==> config.mk <==
export PLATFORM = sky130hd
export DESIGN_NAME = lspf_ctrl
export DESIGN_NICKNAME = d
export VERILOG_FILES = /design/src/rtl/lspf_pkg.sv /design/src/rtl/lspf_ctrl.sv
export SDC_FILE = /design/constraint.sdc
export NUM_CORES = 1
export LEC_CHECK = 0
export ABC_AREA = 1
export ABC_CLOCK_PERIOD_IN_PS = 1500
export BUFFER_PORTS_ARGS = -buffer_cell sky130_fd_sc_hd__buf_2
export CAP_MARGIN = 20
export CORE_ASPECT_RATIO = 1.4
export CORE_MARGIN = 2
export CORE_UTILIZATION = 29
export CTS_CLUSTER_DIAMETER = 100
export DETAILED_ROUTE_END_ITERATION = 12
export PLACE_DENSITY = 0.58
export SLEW_MARGIN = 20
export SYNTH_ARGS = -nofsm -noshare
export SYNTH_HDL_FRONTEND = slang
export SYNTH_SLANG_ARGS = --single-unit
==> constraint.sdc <==
create_clock -name clk -period 1.5 [get_ports clk]
set_input_delay 0.075 -clock clk [delete_from_list [all_inputs] [get_ports clk]]
set_output_delay 0.075 -clock clk [all_outputs]
set_load 0.005 [all_outputs]
==> src/rtl/lspf_pkg.sv <==
// Package for the least squares polynomial fit: widths, codes, command structs, term tables.
`default_nettype none
package lspf_pkg;

  // Field and accumulator widths
  localparam int COORD_W = 12;
  localparam int CNT_W   = 13;
  localparam int SX_W    = 25;
  localparam int SX2_W   = 36;
  localparam int SX3_W   = 46;
  localparam int SX4_W   = 58;
  localparam int SY_W    = 25;
  localparam int SXY_W   = 36;
  localparam int SX2Y_W  = 46;
  localparam int COEF_W  = 48;
  localparam int DEG_W   = 2;

  // Multiplier operand width (widest sum) and wide solver word
  localparam int OPW = SX4_W;
  localparam int WB  = 160;

  localparam logic [WB-1:0] POS_LIM = WB'(48'h7FFF_FFFF_FFFF);
  localparam logic [WB-1:0] NEG_MAG = WB'(48'h8000_0000_0000);
  localparam logic [COEF_W-1:0] POS_COEF = 48'h7FFF_FFFF_FFFF;
  localparam logic [COEF_W-1:0] NEG_COEF = 48'h8000_0000_0000;

  localparam logic [DEG_W-1:0] DEG_LINE = 2'd1;

  // Operand selects; order matches matrix entry index arithmetic
  typedef enum logic [2:0] {
    OP_N, OP_SX, OP_SX2, OP_SX3, OP_SX4, OP_SY, OP_SXY, OP_SX2Y
  } op_sel_t;

  typedef enum logic [1:0] {
    COEF_QUAD, COEF_LIN, COEF_CONST
  } coef_sel_t;

  typedef enum logic [3:0] {
    ST_IDLE, ST_DRAIN0, ST_DRAIN1, ST_START, ST_LOADP, ST_MULA, ST_WAITA,
    ST_MULB, ST_WAITB, ST_ENDTERM, ST_DENCHK, ST_DIVGO, ST_DIVWAIT, ST_PUB
  } ctrl_state_t;

  typedef enum logic [1:0] {
    DIV_IDLE, DIV_PREP, DIV_ITER, DIV_FIN
  } div_state_t;

  typedef struct packed {
    logic      accept;
    logic      acc_clr;
    logic      coef_clr;
    logic      load_p;
    logic      mul_start;
    logic      mul_to_acc;
    logic      mul_neg;
    op_sel_t   op_sel;
    logic      save_den;
    logic      set_sing;
    logic      div_start;
    coef_sel_t coef_sel;
    logic      publish;
  } dp_cmd_t;

  typedef struct packed {
    logic mul_busy;
    logic div_busy;
    logic acc_zero;
    logic out_free;
  } dp_stat_t;

  typedef struct packed {
    op_sel_t f1;
    op_sel_t f2;
    op_sel_t f3;
    logic    neg;
    logic    three;
  } term_t;

  // Entry of the 3x3 normal matrix, column (ph-1) replaced by the right hand side
  function automatic op_sel_t mat_entry(input logic [1:0] r, input logic [1:0] c,
                                        input logic [1:0] ph);
    logic [2:0] idx;
    if ((ph != 2'd0) && (c == (ph - 2'd1))) begin
      idx = 3'd5 + {1'b0, r};
    end else begin
      idx = {1'b0, r} + {1'b0, c};
    end
    return op_sel_t'(idx);
  endfunction

  // One product term of a determinant: phase 0 is the denominator
  function automatic term_t term_info(input logic quad, input logic [1:0] ph,
                                      input logic [2:0] k);
    term_t t;
    logic [1:0] c0, c1, c2;
    t = '0;
    c0 = 2'd0;
    c1 = 2'd1;
    c2 = 2'd2;
    if (quad) begin
      case (k)
        3'd0: begin c0 = 2'd0; c1 = 2'd1; c2 = 2'd2; t.neg = 1'b0; end
        3'd1: begin c0 = 2'd0; c1 = 2'd2; c2 = 2'd1; t.neg = 1'b1; end
        3'd2: begin c0 = 2'd1; c1 = 2'd0; c2 = 2'd2; t.neg = 1'b1; end
        3'd3: begin c0 = 2'd1; c1 = 2'd2; c2 = 2'd0; t.neg = 1'b0; end
        3'd4: begin c0 = 2'd2; c1 = 2'd0; c2 = 2'd1; t.neg = 1'b0; end
        default: begin c0 = 2'd2; c1 = 2'd1; c2 = 2'd0; t.neg = 1'b1; end
      endcase
      t.f1 = mat_entry(2'd0, c0, ph);
      t.f2 = mat_entry(2'd1, c1, ph);
      t.f3 = mat_entry(2'd2, c2, ph);
      t.three = 1'b1;
    end else begin
      t.three = 1'b0;
      t.f3 = OP_N;
      t.neg = k[0];
      case (ph)
        2'd0: begin
          t.f1 = k[0] ? OP_SX : OP_SX2;
          t.f2 = k[0] ? OP_SX : OP_N;
        end
        2'd1: begin
          t.f1 = k[0] ? OP_SX : OP_SXY;
          t.f2 = k[0] ? OP_SY : OP_N;
        end
        default: begin
          t.f1 = k[0] ? OP_SX : OP_SX2;
          t.f2 = k[0] ? OP_SXY : OP_SY;
        end
      endcase
    end
    return t;
  endfunction

  // Which coefficient a numerator phase produces
  function automatic coef_sel_t coef_for(input logic quad, input logic [1:0] ph);
    coef_sel_t s;
    if (quad) begin
      case (ph)
        2'd1:    s = COEF_CONST;
        2'd2:    s = COEF_LIN;
        default: s = COEF_QUAD;
      endcase
    end else begin
      s = (ph == 2'd1) ? COEF_LIN : COEF_CONST;
    end
    return s;
  endfunction

endpackage
`default_nettype wire

==> src/rtl/lspf_ctrl.sv <==
// Controller: degree register and the solve sequencer over determinant terms.
`default_nettype none
module lspf_ctrl (
  input  wire  logic                        clk,
  input  wire  logic                        rst_n,
  input  wire  logic                        in_valid,
  input  wire  logic                        in_last_point,
  output logic                              in_stall,
  input  wire  logic                        cfg_valid,
  input  wire  logic [lspf_pkg::DEG_W-1:0]  cfg_data,
  output lspf_pkg::dp_cmd_t                 cmd,
  input  wire  lspf_pkg::dp_stat_t          stat
);
  import lspf_pkg::*;

  ctrl_state_t state_r, state_nxt;
  logic [1:0]  ph_r, ph_nxt;
  logic [2:0]  k_r, k_nxt;
  logic [DEG_W-1:0] deg_r;
  logic        quad;
  term_t       term;
  logic [2:0]  last_k;
  logic [1:0]  last_ph;

  assign quad    = (deg_r != DEG_LINE);
  assign term    = term_info(quad, ph_r, k_r);
  assign last_k  = quad ? 3'd5 : 3'd1;
  assign last_ph = quad ? 2'd3 : 2'd2;

  // Degree register, always ready
  always_ff @(posedge clk) begin
    if (!rst_n) deg_r <= 2'd2;
    else if (cfg_valid) deg_r <= cfg_data;
  end

  always_ff @(posedge clk) begin
    if (!rst_n) begin
      state_r <= ST_IDLE;
      ph_r    <= '0;
      k_r     <= '0;
    end else begin
      state_r <= state_nxt;
      ph_r    <= ph_nxt;
      k_r     <= k_nxt;
    end
  end

  // Next state
  always_comb begin
    state_nxt = state_r;
    ph_nxt    = ph_r;
    k_nxt     = k_r;
    case (state_r)
      ST_IDLE:   if (in_valid && in_last_point) state_nxt = ST_DRAIN0;
      ST_DRAIN0: state_nxt = ST_DRAIN1;
      ST_DRAIN1: state_nxt = ST_START;
      ST_START: begin
        ph_nxt    = '0;
        k_nxt     = '0;
        state_nxt = ST_LOADP;
      end
      ST_LOADP:  state_nxt = ST_MULA;
      ST_MULA:   state_nxt = ST_WAITA;
      ST_WAITA: begin
        if (!stat.mul_busy) state_nxt = term.three ? ST_MULB : ST_ENDTERM;
      end
      ST_MULB:   state_nxt = ST_WAITB;
      ST_WAITB:  if (!stat.mul_busy) state_nxt = ST_ENDTERM;
      ST_ENDTERM: begin
        if (k_r == last_k) begin
          k_nxt     = '0;
          state_nxt = (ph_r == 2'd0) ? ST_DENCHK : ST_DIVGO;
        end else begin
          k_nxt     = k_r + 1'b1;
          state_nxt = ST_LOADP;
        end
      end
      ST_DENCHK: begin
        if (stat.acc_zero) begin
          state_nxt = ST_PUB;
        end else begin
          ph_nxt    = 2'd1;
          state_nxt = ST_LOADP;
        end
      end
      ST_DIVGO:  state_nxt = ST_DIVWAIT;
      ST_DIVWAIT: begin
        if (!stat.div_busy) begin
          if (ph_r == last_ph) begin
            state_nxt = ST_PUB;
          end else begin
            ph_nxt    = ph_r + 1'b1;
            state_nxt = ST_LOADP;
          end
        end
      end
      ST_PUB:    if (stat.out_free) state_nxt = ST_IDLE;
      default:   state_nxt = ST_IDLE;
    endcase
  end

  // Commands to the datapath
  always_comb begin
    cmd          = '0;
    cmd.op_sel   = term.f1;
    cmd.coef_sel = coef_for(quad, ph_r);
    in_stall     = (state_r != ST_IDLE);
    case (state_r)
      ST_IDLE:  cmd.accept = in_valid;
      ST_START: begin
        cmd.acc_clr  = 1'b1;
        cmd.coef_clr = 1'b1;
      end
      ST_LOADP: cmd.load_p = 1'b1;
      ST_MULA: begin
        cmd.mul_start  = 1'b1;
        cmd.op_sel     = term.f2;
        cmd.mul_to_acc = !term.three;
        cmd.mul_neg    = term.neg;
      end
      ST_MULB: begin
        cmd.mul_start  = 1'b1;
        cmd.op_sel     = term.f3;
        cmd.mul_to_acc = 1'b1;
        cmd.mul_neg    = term.neg;
      end
      ST_DENCHK: begin
        cmd.save_den = 1'b1;
        cmd.acc_clr  = 1'b1;
        cmd.set_sing = stat.acc_zero;
      end
      ST_DIVGO: begin
        cmd.div_start = 1'b1;
        cmd.acc_clr   = 1'b1;
      end
      ST_PUB:   cmd.publish = stat.out_free;
      default: ;
    endcase
  end

endmodule
`default_nettype wire

==> results, run 1 <==
- Averaged over all synthesized cells, the footprint is 5.326 um^2.
- Port buffering added 27 buffers.
- For the worst setup path, the data arrival time is 1.64 ns.
- The floorplan core area is 4169 um^2.
- Across the run, the number of max-cap violations was 0.
- After the first detailed-routing iteration, the DRC count stood at 62.
- Setup repair after global routing could not meet its margin everywhere.
- The run finished, with violations left.
- The synthesized design contains 11 register bits.
- The final critical-path required period is 1.715 ns.
- The number of H-tree levels is 1.
- The remaining number of nets flagged by the antenna check after routing is 0.
- The wire-length estimate of the detail-placed layout is 3097 um.
- The share of the core filled with cells is 40.91%.
- The initial antenna violation count came to 0.
- The timing-limited maximum frequency is 583.2 MHz.
- The leakage power total is 0.9478 nW.
- The number of pins with negative max-slew slack in the final report is 0.
- For flop-to-flop paths, the worst setup slack is 0.16 ns.
- The first global-routing pass estimated 6058 um of wire.
- Compared with the post-synthesis result, the final layout area differs by 36.85%.
- TritonCTS built the clock tree.
- In the layout the commonest cells are nand2_1 (74), inv_1 (27), buf_2 (27).
- The total standard cell area after synthesis is 1246 um^2.
- The transition time at the pin with the least slew margin is 0.2870 ns.
- The clock input transition at the sequential cells of the worst setup and hold paths is 0.05 ns.
- In this run the power density over the cells is 435.2 nW/um^2.
- The TritonCTS buffer count is 3.
- Of the available clock period, the critical path in the final layout requires 114.3%.
- In the global route stage, overall resource usage came out at 16.17%.
- Of all cell types, the one taking the most synthesized area is nand2_1.
- The total of warnings raised by yosys is 0.
- The detail-routed net length per standard cell is 11.71 um.
- The number of antenna diodes in the final layout is 0.
- The kind of start point of the critical path is a flop.
- The I/O pin total is 28.
- IR analysis of the VDD net gives a maximum drop of 379.3 uV.
- The normalized max-slew margin is 80.62%.
- The routed layout has 1555 vias.
- The clock latency of the later-clocked register in the worst-skew pair is 0.24 ns.
- The overall power after layout is 742.3 uW.
- After synthesis, flip-flops and latches occupy 17.67% of the total area.
- The final reports fail on negative setup slack.
- The tree is rooted in a clkbuf_8.
- STA classifies the critical path endpoint as an output pin.
- In this run the core area contains 28 standard-cell rows.
- Sorting the synthesized cells by area gives the leading types as nand2_1 (23%), dfxtp_1 (18%), inv_1 (11%).
- The total count of hold-check failures in the final report came to 0.
- The die covers 4845 um^2.
- The critical path start-end classification is flop to output pin.
- The largest driver fanout on the critical path is 5.
- The path class of the tightest hold or removal check is input pin to flop.
- The final layout contains 293 nets.
- After detailed routing, the number of remaining DRC violations is 0.
- For the worst setup path, the data required time is 1.42 ns.
- The overall die height is 81.57 um.
- The longest clock path from root to sink contains 2 buffers.
- The post-route netlist has 32.49% of its cells at a drive strength greater than 1.
- The via count of the first global-routing pass is 1454.
- The pre-antenna-repair detailed-routing pass consisted of 4 iterations.
- The worst setup timing slack at the placement stage is -0.04284 ns.
- The initial utilization of the core area, before any placement, comes to 29.89%.
- The wire length reported by the detailed router is 3770 um.
- Between clock sinks in the finished design, the worst skew comes to 0.001928 ns.
- The top cell type by area accounts for 23.19% of the synthesized area.
- The congestion estimate from routability-driven global placement came to 0.8671.
- After detailed routing, the number of vias per cell comes to 4.829.
- The count of placed standard cells including taps is 315.
- The remaining global-route overflow is 0.
- The floorplan step set the die width to 59.40 um.
- The number of clock sinks seen by CTS is 11.
- The final worst setup slack is -0.2148 ns.
- The post-synthesis net count is 249.
- The synthesized instance count is 234.
- The finished layout holds 322 standard cells, fillers aside.
- The maximum number of pins on one net before global-route repair is 10.
- The most common cell after layout, fill and taps aside is nand2_1.
- The number of different library cells used by synthesis comes to 25.
- The setup-violating endpoint count in the final report is 3.
==> final cells by class <==
type,instances,area [um^2]
fill,485,2464
multi-input combinational,181,963.4
timing repair buffer,43,255.2
sequential,11,237.7
inverter,38,147.6
tap,45,56.30
clock buffer,4,45.04
==> worst paths after layout <==
check,endpoint,cells after the start,startpoint
setup / recovery,cmd[7],12,ph_r[1]$_SDFFE_PN0P_
hold / removal,deg_r[1]$_SDFFE_PN1P_,3,cfg_data[1]
setup reg to reg,ph_r[1]$_SDFFE_PN0P_,9,state_r[2]$_SDFFE_PN0P_
hold reg to reg,k_r[1]$_SDFFE_PN0P_,2,k_r[1]$_SDFFE_PN0P_
==> report_power, final <==
part	internal, mW	total (mW)	switching, mW	leakage, nW
registers	0.296	0.307	0.0108	0.0941
clock network	0.187	0.308	0.121	0.0228
logic	0.0500	0.127	0.0773	0.831
==> metal layers <==
metal	vias to the layer above	global-route usage, %	share of wire (%)
li1	823	-	-
met1	694	16.02	38
met2	30	31.10	56
met3	8	1.417	2.8
met4	0	10.00	2.5
met5	-	0	0
==> synth_stat cells <==
| cell type | instances |
|---|---|
| nor3_1 | 3 |
| nand3_2 | 1 |
| ha_1 | 4 |
| nand3_1 | 17 |
| nor2_1 | 32 |
| a21oi_1 | 12 |
| nand4_1 | 5 |
| o22ai_1 | 1 |
| o21bai_4 | 1 |
| o311ai_0 | 1 |
| o21ai_0 | 13 |
| inv_1 | 35 |
| nor2_2 | 6 |
| nand2_2 | 1 |
| inv_2 | 3 |
| nor2_4 | 2 |
| dfxtp_1 | 11 |
| nand3b_1 | 1 |
| o21ai_1 | 1 |
| or2_1 | 1 |
| o211ai_1 | 1 |
| buf_4 | 1 |
| xnor2_1 | 1 |
| nand2_1 | 77 |
| buf_2 | 3 |
==> logic make-up (layout without fill, tap and decap cells) <==
| kind of cell | after synthesis | count (layout) | share of synthesized area, % |
|---|---|---|---|
| AOI/OAI and AO/OA | 30 | 30 | 13.76 |
| buffers and inverters | 42 | 85 | 13.25 |
| DFF | 11 | 11 | 17.67 |
| and+or+nand+nor | 146 | 146 | 50.60 |
| adders and majority gates | 4 | 4 | 4.016 |
| xor gates and xnor gates | 1 | 1 | 0.7029 |
==> registers in the layout, summed over array words and instances (netlist names) <==
register and cells:
ph_r 2, k_r 3, state_r 4, deg_r 2
==> worst max-delay path: stages, from the launching register on <==
cell	delay [ns]
dfxtp_2	0.33
inv_2	0.05
ha_4	0.29
nor2_2	0.04
nor2_1	0.09
nand4_1	0.13
nand3_1	0.10
nand2_1	0.05
nand2_1	0.05
nand2_1	0.05
inv_1	0.05
nand2_1	0.04
buf_2	0.12
==> stage by stage <==
| stage | hold slack [ns] | cell area, um^2 | setup TNS (ns) |
|---|---|---|---|
| 5_1_grt | 0.07714 | 1705 | -0.9582 |
| 3_3_place_gp | 0.2865 | 1514 | -0.005731 |
| 3_5_place_dp | 0.2929 | 1514 | -0.1019 |
| 6_report | 0.04335 | 1705 | -0.5840 |
| 4_1_cts | 0.04329 | 1590 | -0.5869 |
| 2_1_floorplan | 0.1754 | 1247 | 0 |
==> timing repair <==
item	in CTS	in global routing
endpoints found under the hold margin	0	0
pin swaps	2	14
setup endpoints to repair	4	11
setup buffers	0	3
resized for setup	15	29
cloned	0	0
hold buffers	0	0
(Power assumes the default switching activity.)
==> run 2: changes to the inputs <==
--- a/config.mk
+++ b/config.mk
@@ -9,12 +9,14 @@
 export ABC_CLOCK_PERIOD_IN_PS = 1500
 export BUFFER_PORTS_ARGS = -buffer_cell sky130_fd_sc_hd__buf_2
 export CAP_MARGIN = 20
+export CELL_PAD_IN_SITES_DETAIL_PLACEMENT = 1
+export CELL_PAD_IN_SITES_GLOBAL_PLACEMENT = 1
 export CORE_ASPECT_RATIO = 1.4
 export CORE_MARGIN = 2
 export CORE_UTILIZATION = 29
 export CTS_CLUSTER_DIAMETER = 100
 export DETAILED_ROUTE_END_ITERATION = 12
-export PLACE_DENSITY = 0.58
+export PLACE_DENSITY = 0.78
 export SLEW_MARGIN = 20
 export SYNTH_ARGS = -nofsm -noshare
 export SYNTH_HDL_FRONTEND = slang
==> results, run 2 (synthesized netlist as in run 1, its figures left out) <==
- The flow ran to the end, but the final reports show violations.
- The checks that failed: negative setup slack.
- The met2 usage came to 39.12% (+8.0 points).
- The number of pins with negative max-slew slack in the final report is 0 (unchanged).
- The floorplan core area came to 4169 um^2 (unchanged).
- The transition time at the pin with the least slew margin is 0.2886 ns (+0.001516 ns).
- The remaining global-route overflow is 0 (unchanged).
- Ranked by flip-flop count, first place goes to state_r.
- The final design instance area without fill is 1778 um^2 (+4.3%).
- The number of antenna cells inserted is 0 (unchanged).
- The TritonCTS buffer count was 3 (unchanged).
- The post-cts hold buffer count is 0 (unchanged).
- The endpoint of the most critical register-to-register path is state_r[3]$_SDFFE_PN0P_.
- The total routing resource utilization after global routing is 19.40% (+3.2 points).
- The library cell used most frequently in the layout, excluding fill and tap cells, is nand2_1.
- The arrival time at the worst endpoint is 1.66 ns (+0.02 ns).
- The net count reported at finish is 300 (+2.4%).
- The clock input transition at the sequential cells of the worst setup and hold paths is 0.05 ns (about the same).
- The met3 track demand over resource in global routing is 1.417% (unchanged).
- The site row count is 28 (unchanged).
- The starting density of the core is 29.89% (unchanged).
- The via count of the first global-routing pass was 1700 (+17%).
- The initial antenna violation count is 0 (unchanged).
- The area used by multi-input combinational logic came to 983.4 um^2 (+2.1%).
- Setup repair after global routing could not meet its margin everywhere.
- The aggregate negative setup slack is -0.6619 ns (-0.07782 ns).
- The worst setup path startpoint is ph_r[0]$_SDFFE_PN0P_.
- The top cell types in the final layout, fill and taps aside, are nand2_1 (70), buf_2 (27), inv_1 (26).
- The detail-routed net length per standard cell is 13.43 um (+15%).
- The leakage power total is 0.9701 nW (+2.3%).
- The I/O pin total is 28 (unchanged).
- The wire length reported by the detailed router is 4418 um (+17%).
- The layer flagged by global routing as most heavily used is met2.
- The clock latency of the later-clocked register in the worst-skew pair is 0.25 ns (about the same).
- The number of input and output port buffers inserted is 27 (unchanged).
- The end point of the most critical hold path is deg_r[1]$_SDFFE_PN1P_.
- The capturing element type of the critical path is an output pin.
- The via density per instance was 4.985 (+3.2%).
- The number of clock sinks seen by CTS came to 11 (unchanged).
- The largest driver fanout on the critical path was 5 (unchanged).
- The critical path start-end classification is flop to output pin.
- The share of final-layout standard cells stronger than drive strength 1 came to 37.68% (+5.2 points).
- The number of H-tree levels is 1 (unchanged).
- The share of the clock period used by the worst path after layout is 115.7% (+1.4 points).
- The root buffer selected by CTS is clkbuf_8.
- The die footprint was 4845 um^2 (unchanged).
- The normalized max-slew margin is 80.56% (about the same).
- The remaining number of nets flagged by the antenna check after routing was 0 (unchanged).
- In the final layout, the registers with the most flip-flops are state_r x4, k_r x3.
- The final critical-path required period is 1.736 ns (+0.02111 ns).
- The worst clock skew on the final layout was 0.001258 ns (-0.0006700 ns).
- The overall die height was 81.57 um (unchanged).
- The timing-limited maximum frequency is 576.1 MHz (-1.2%).
- The maximum root-to-sink buffer count is 2 (unchanged).
- The total count of hold-check failures in the final report is 0 (unchanged).
- The number of max-cap violations is 0 (unchanged).
- The global-route wire length before repair came to 7334 um (+21%).
- The startpoint identified for the worst register-to-register timing path is state_r[2]$_SDFFE_PN0P_.
- The maximum number of pins on one net before global-route repair is 9 (-1).
- The class of the tightest hold or removal check is input pin to flop.
- The flip-flop count of the largest register after layout is 4 (unchanged).
- The worst setup timing slack at the placement stage was -0.05883 ns (-0.01599 ns).
- The overall die width is 59.40 um (unchanged).
- The CTS tree is done.
- The area occupied by registers is 236.5 um^2 (-0.53%).
- The worst hold path begins at cfg_data[1].
- The met1 demand-to-capacity share in global routing is 19.72% (+3.7 points).
- The overall via count from detail_route came to 1640 (+5.5%).
- The weighted congestion at the end of routability-driven global placement came to 0.8727 (+0.65%).
- The required time reported for the critical path endpoint came to 1.42 ns (about the same).
- The peak supply drop is 327.2 uV (-14%).
- The number of design rule violations left after detail routing is 0 (unchanged).
- The placed instance area is 1567 um^2 (+3.5%).
- The setup-violating endpoint count in the final report is 3 (unchanged).
- The number of iterations in the first detailed-routing pass was 4 (unchanged).
- The power per unit of standard cell area was 428.8 nW/um^2 (-1.5%).
- The area growth from synthesis to layout is 42.67%.
- The HPWL after detailed placement is 3585 um (+16%).
- The kind of start point of the critical path is a flop.
- The number of cells on the worst reg-to-reg path came to 9 (unchanged).
- The final worst setup slack is -0.2359 ns (-0.02111 ns).
- The fill cell instance count of the final layout was 587 (+21%).
- The initial DRC count is 53 (-15%).
- The flop-to-flop setup slack is 0.09 ns (-0.07 ns).
- The depth of the worst hold-timing path is 3 (unchanged).
==> run 2: changes by cell type in the layout (fill, tap and decap cells not counted), moves of 2 or more <==
cell     delta
nand2_2     +4
nor2_4      +2
nand2_1     -4
dfxtp_2     +2
nor2_1      -2
buf_4       +7
==> run 2: critical path, cell delays in order, from the launching register on <==
cell and delay (ns):
dfxtp_2 0.34, inv_2 0.05, ha_4 0.29, nor2_2 0.04, nor2_1 0.08, nand4_1 0.14, nand3_1 0.12, nand2_1 0.05
nand2_1 0.05, nand2_1 0.06, inv_1 0.05, nand2_1 0.04, buf_2 0.12
==> run 2: cell type report <==
| class | count | area share (%) |
|---|---|---|
| Clock buffer | 3 | 2.322 |
| Clock inverter | 1 | 0.2815 |
| Inverter | 38 | 8.304 |
| Multi-Input combinational cell | 181 | 55.31 |
| Sequential cell | 11 | 13.30 |
| Tap cell | 45 | 3.167 |
| Timing Repair Buffer | 50 | 17.31 |
==> run 2: per-stage QoR <==
stage	total power, mW	utilization (%)	hold slack [ns]	cells
after floorplan	0.3871	-	0.1754	234
after global placement	0.4379	37.57	0.2899	322
after detailed placement	0.4411	37.57	0.3024	322
final	0.7623	42.65	0.04653	329
after CTS	0.7628	39.65	0.04626	327
after global routing	0.7963	42.65	0.06270	329
==> run 2: per-layer routing <==
metal / up-vias / wire length (um)
met2: 25 / 2558
met4: 0 / 89
met3: 9 / 74
li1: 838 / -
met5: - / 0
met1: 768 / 1696
==> run 2: worst max-delay path by stage <==
stage	slack, ns	end	cells after the start
2_1_floorplan	0.04	cmd[8]	10
4_1_cts	-0.23	cmd[7]	12
5_1_grt	-0.34	cmd[8]	11
3_3_place_gp	-0.02	cmd[8]	11
3_5_place_dp	-0.06	cmd[8]	11
6_report	-0.24	cmd[7]	12
==> run 2: what timing repair did <==
item / 4_1_cts / 5_1_grt
pin swaps: 0 / 12
resized for setup: 17 / 35
cloned: 0 / 0
endpoints found under the setup margin: 6 / 15
setup buffers: 1 / 2
==> run 2: power by group <==
group	switching, mW	leakage (nW)	internal [mW]
Combinational	0.0876	0.850	0.0525
Sequential	0.0113	0.0944	0.298
Clock	0.130	0.0255	0.184
Total	0.228	0.970	0.534
==> run 3: changes to the inputs <==
--- a/config.mk
+++ b/config.mk
@@ -13,10 +13,10 @@
 export CELL_PAD_IN_SITES_GLOBAL_PLACEMENT = 1
 export CORE_ASPECT_RATIO = 1.4
 export CORE_MARGIN = 2
-export CORE_UTILIZATION = 29
+export CORE_UTILIZATION = 30
 export CTS_CLUSTER_DIAMETER = 100
 export DETAILED_ROUTE_END_ITERATION = 12
-export PLACE_DENSITY = 0.78
+export PLACE_DENSITY = 0.8
 export SLEW_MARGIN = 20
 export SYNTH_ARGS = -nofsm -noshare
 export SYNTH_HDL_FRONTEND = slang
==> results, run 3 (synthesized netlist as in run 1, its figures left out) <==
- STA classifies the critical path endpoint as an output pin.
- The largest driver fanout on the critical path was 5 (unchanged).
- The total count of hold-check failures in the final report is 0 (unchanged).
- The final critical-path required period was 1.720 ns (-0.01630 ns).
- The class of the tightest hold or removal check is input pin to flop.
- The total routing resource utilization after global routing came to 20.89% (+1.5 points).
- On the critical path, the stage with the largest delay is an instance of dfxtp_2.
- The remaining number of nets flagged by the antenna check after routing is 0 (unchanged).
- The overall via count from detail_route is 1670 (+1.8%).
- The signal on the critical path passes through inv_2 -> ha_4 -> nor2_2 -> nor2_1 -> nand4_1 -> o21ai_1 -> nand2_1 -> nand2_1 -> inv_1 -> nand2_1 -> buf_2.
- The via density per instance is 5.170 (+3.7%).
- The number of iterations in the first detailed-routing pass is 4 (unchanged).
- The aggregate negative setup slack was -0.6493 ns (+0.01259 ns).
- The internal power consumption was 533.9 uW (about the same).
- The arrival time at the worst endpoint is 1.64 ns (-0.02 ns).
- The area used by multi-input combinational logic is 992.2 um^2 (+0.89%).
- The number of design rule violations left after detail routing is 0 (unchanged).
- The number of H-tree levels is 1 (unchanged).
- The timing-limited maximum frequency is 581.5 MHz (+0.95%).
- The CTS tree is done.
- Setup repair after global routing could not meet its margin everywhere.
- The library cell used most frequently in the layout, excluding fill and tap cells, is nand2_1.
- The net count reported at finish was 296 (-1.3%).
- The global-route wire length before repair came to 7707 um (+5.1%).
- The I/O pin total was 28 (unchanged).
- The share of the clock period used by the worst path after layout is 114.6% (-1.1 points).
- The switching portion of total power is 30.63% (+0.67 points).
- The normalized max-slew margin is 78.81% (-1.8 points).
- The worst clock skew on the final layout came to 0.005973 ns (+0.004715 ns).
- The worst setup timing slack at the placement stage came to -0.1287 ns (-0.06990 ns).
- The setup-violating endpoint count in the final report is 3 (unchanged).
- The transition time at the pin with the least slew margin is 0.3139 ns (+0.02534 ns).
- The area occupied by registers is 239.0 um^2 (+1.1%).
- The detail-routed net length per standard cell is 14.42 um (+7.4%).
- The via count of the first global-routing pass came to 1796 (+5.6%).
- The maximum root-to-sink buffer count is 2 (unchanged).
- The required time reported for the critical path endpoint is 1.42 ns (about the same).
- The overall die width was 58.47 um (-1.6%).
- The leakage power total is 0.9833 nW (+1.4%).
- The share of final-layout standard cells stronger than drive strength 1 is 36.43% (-1.2 points).
- The net switching power figure is 235.8 uW (+3.2%).
- The site row count is 27 (-3.6%).
- The HPWL after detailed placement came to 3632 um (+1.3%).
- The number of max-cap violations is 0 (unchanged).
- The part of the total power dissipated in sequential elements is 39.9% (-0.6 points).
- The die footprint is 4693 um^2 (-3.1%).
- The post-cts hold buffer count is 0 (unchanged).
- The initial DRC count is 60 (+13%).
- The number of input and output port buffers inserted is 27 (unchanged).
- The combinational power share is 20.2% (+1.8 points).
- The top cell types in the final layout, fill and taps aside, are nand2_1 (64), inv_1 (29), nor2_1 (27), buf_2 (27), buf_4 (18).
- The TritonCTS buffer count was 3 (unchanged).
- The wire length reported by the detailed router is 4659 um (+5.5%).
- The peak supply drop is 355.4 uV (+8.6%).
- The weighted congestion at the end of routability-driven global placement came to 0.8468 (-3.0%).
- Relative to the synthesized area, the layout overhead comes to 41.06%.
- The number of logic stages on the critical path including buffering is 11 (-1).
- The number of antenna cells inserted is 0 (unchanged).
- The number of pins with negative max-slew slack in the final report is 0 (unchanged).
- The worst setup path startpoint is ph_r[0]$_SDFFE_PN0P_.
- Ranked by flip-flop count, first place goes to state_r.
- The overall die height is 80.26 um (-1.6%).
- The cell family contributing the most delay on the critical path is simple AND/OR/NAND/NOR gates.
- Clock tree synthesis selected as its root buffer the cell clkbuf_8.
- The number of cells on the worst reg-to-reg path is 8 (-1).
- The cell that appears most often on the critical path is nand2_1.
- The buffer and inverter count on the worst path is 3 (unchanged).
- The final worst setup slack is -0.2196 ns (+0.01630 ns).
- The clock latency of the later-clocked register in the worst-skew pair is 0.24 ns (about the same).
- The initial antenna violation count is 0 (unchanged).
- The flip-flop count of the largest register after layout is 4 (unchanged).
- The stage delay of the slowest cell on the critical path is 0.33 ns (about the same).
- The fill cell instance count of the final layout is 561 (-4.4%).
- The clock input transition at the sequential cells of the worst setup and hold paths is 0.06 ns (about the same).
- STA classifies the critical path startpoint as a flop.
- The depth of the worst hold-timing path is 3 (unchanged).
- The startpoint of the worst hold path is cfg_data[1].
- The power per unit of standard cell area is 437.9 nW/um^2 (+2.1%).
- The floorplan core area came to 3953 um^2 (-5.2%).
- The clock share of power is 39.9% (-1.2 points).
- The launching point of the worst reg2reg path is state_r[1]$_SDFFE_PN0P_.
- In the final layout, the registers with the most flip-flops are state_r x4, k_r x3.
- The flow ran to the end, but the final reports show violations.
- The worst setup path is of the flop to output pin kind.
- The number of clock sinks seen by CTS is 11 (unchanged).
- The overall power after layout is 769.7 uW (+0.97%).
- The remaining global-route overflow is 0 (unchanged).
- The starting density of the core is 31.53% (+1.6 points).
- The checks that failed: negative setup slack.
- The maximum number of pins on one net before global-route repair is 9 (unchanged).
==> run 3: timing repair <==
| item | 4_1_cts | 5_1_grt |
|---|---|---|
| endpoints found under the setup margin | 9 | 14 |
| buffers inserted | 1 | 3 |
| hold endpoints to repair | 0 | 0 |
| gates resized for setup | 19 | 37 |
| pin swaps | 3 | 12 |
==> run 3: final cells by class <==
cell class                      count  share of cell area (%)
Inverter                           38                   8.256
Multi-Input combinational cell    181                   56.44
Clock inverter                      1                  0.2847
Clock buffer                        3                   2.349
Sequential cell                    11                   13.59
Tap cell                           43                   3.060
Timing Repair Buffer               46                   16.01
==> run 3: path summary, 6_finish.rpt <==
check                       endpoint  slack [ns]
max                           cmd[8]       -0.22
min            deg_r[1]$_SDFFE_PN1P_        0.06
max reg2reg  state_r[3]$_SDFFE_PN0P_        0.04
min reg2reg      k_r[1]$_SDFFE_PN0P_        0.52
==> run 3: power groups by stage <==
stage / registers (mW) / logic, mW / clock network (mW)
3_5_place_dp: 0.316 / 0.125 / 0
5_1_grt: 0.307 / 0.172 / 0.334
3_3_place_gp: 0.315 / 0.122 / 0
2_1_floorplan: 0.315 / 0.0720 / 0
6_report: 0.307 / 0.156 / 0.307
4_1_cts: 0.311 / 0.134 / 0.313
==> run 3: worst min-delay path: cells and delay by family <==
kind / cells / cell delay (ns)
buf+inv: 1 / 0.07
compound gates: 2 / 0.11
==> run 3: per-layer routing <==
layer  vias up  part of all wire (%)  GRT usage (%)
met4         0                   2.5          9.302
li1        824                     -              -
met3        12                   2.5          1.610
met1       797                    36          19.79
met5         -                     0              0
met2        37                    59          43.03
==> run 3: stage by stage <==
stage                     utilization (%)  area [um^2]  cells  hold WS (ns)
final                               44.48         1758    323       0.05641
after global routing                44.48         1758    323       0.08210
after CTS                           41.09         1624    320       0.05331
after detailed placement            38.62         1526    315        0.2995
after global placement              38.62         1526    315        0.2974
after floorplan                         -         1247    234        0.1754
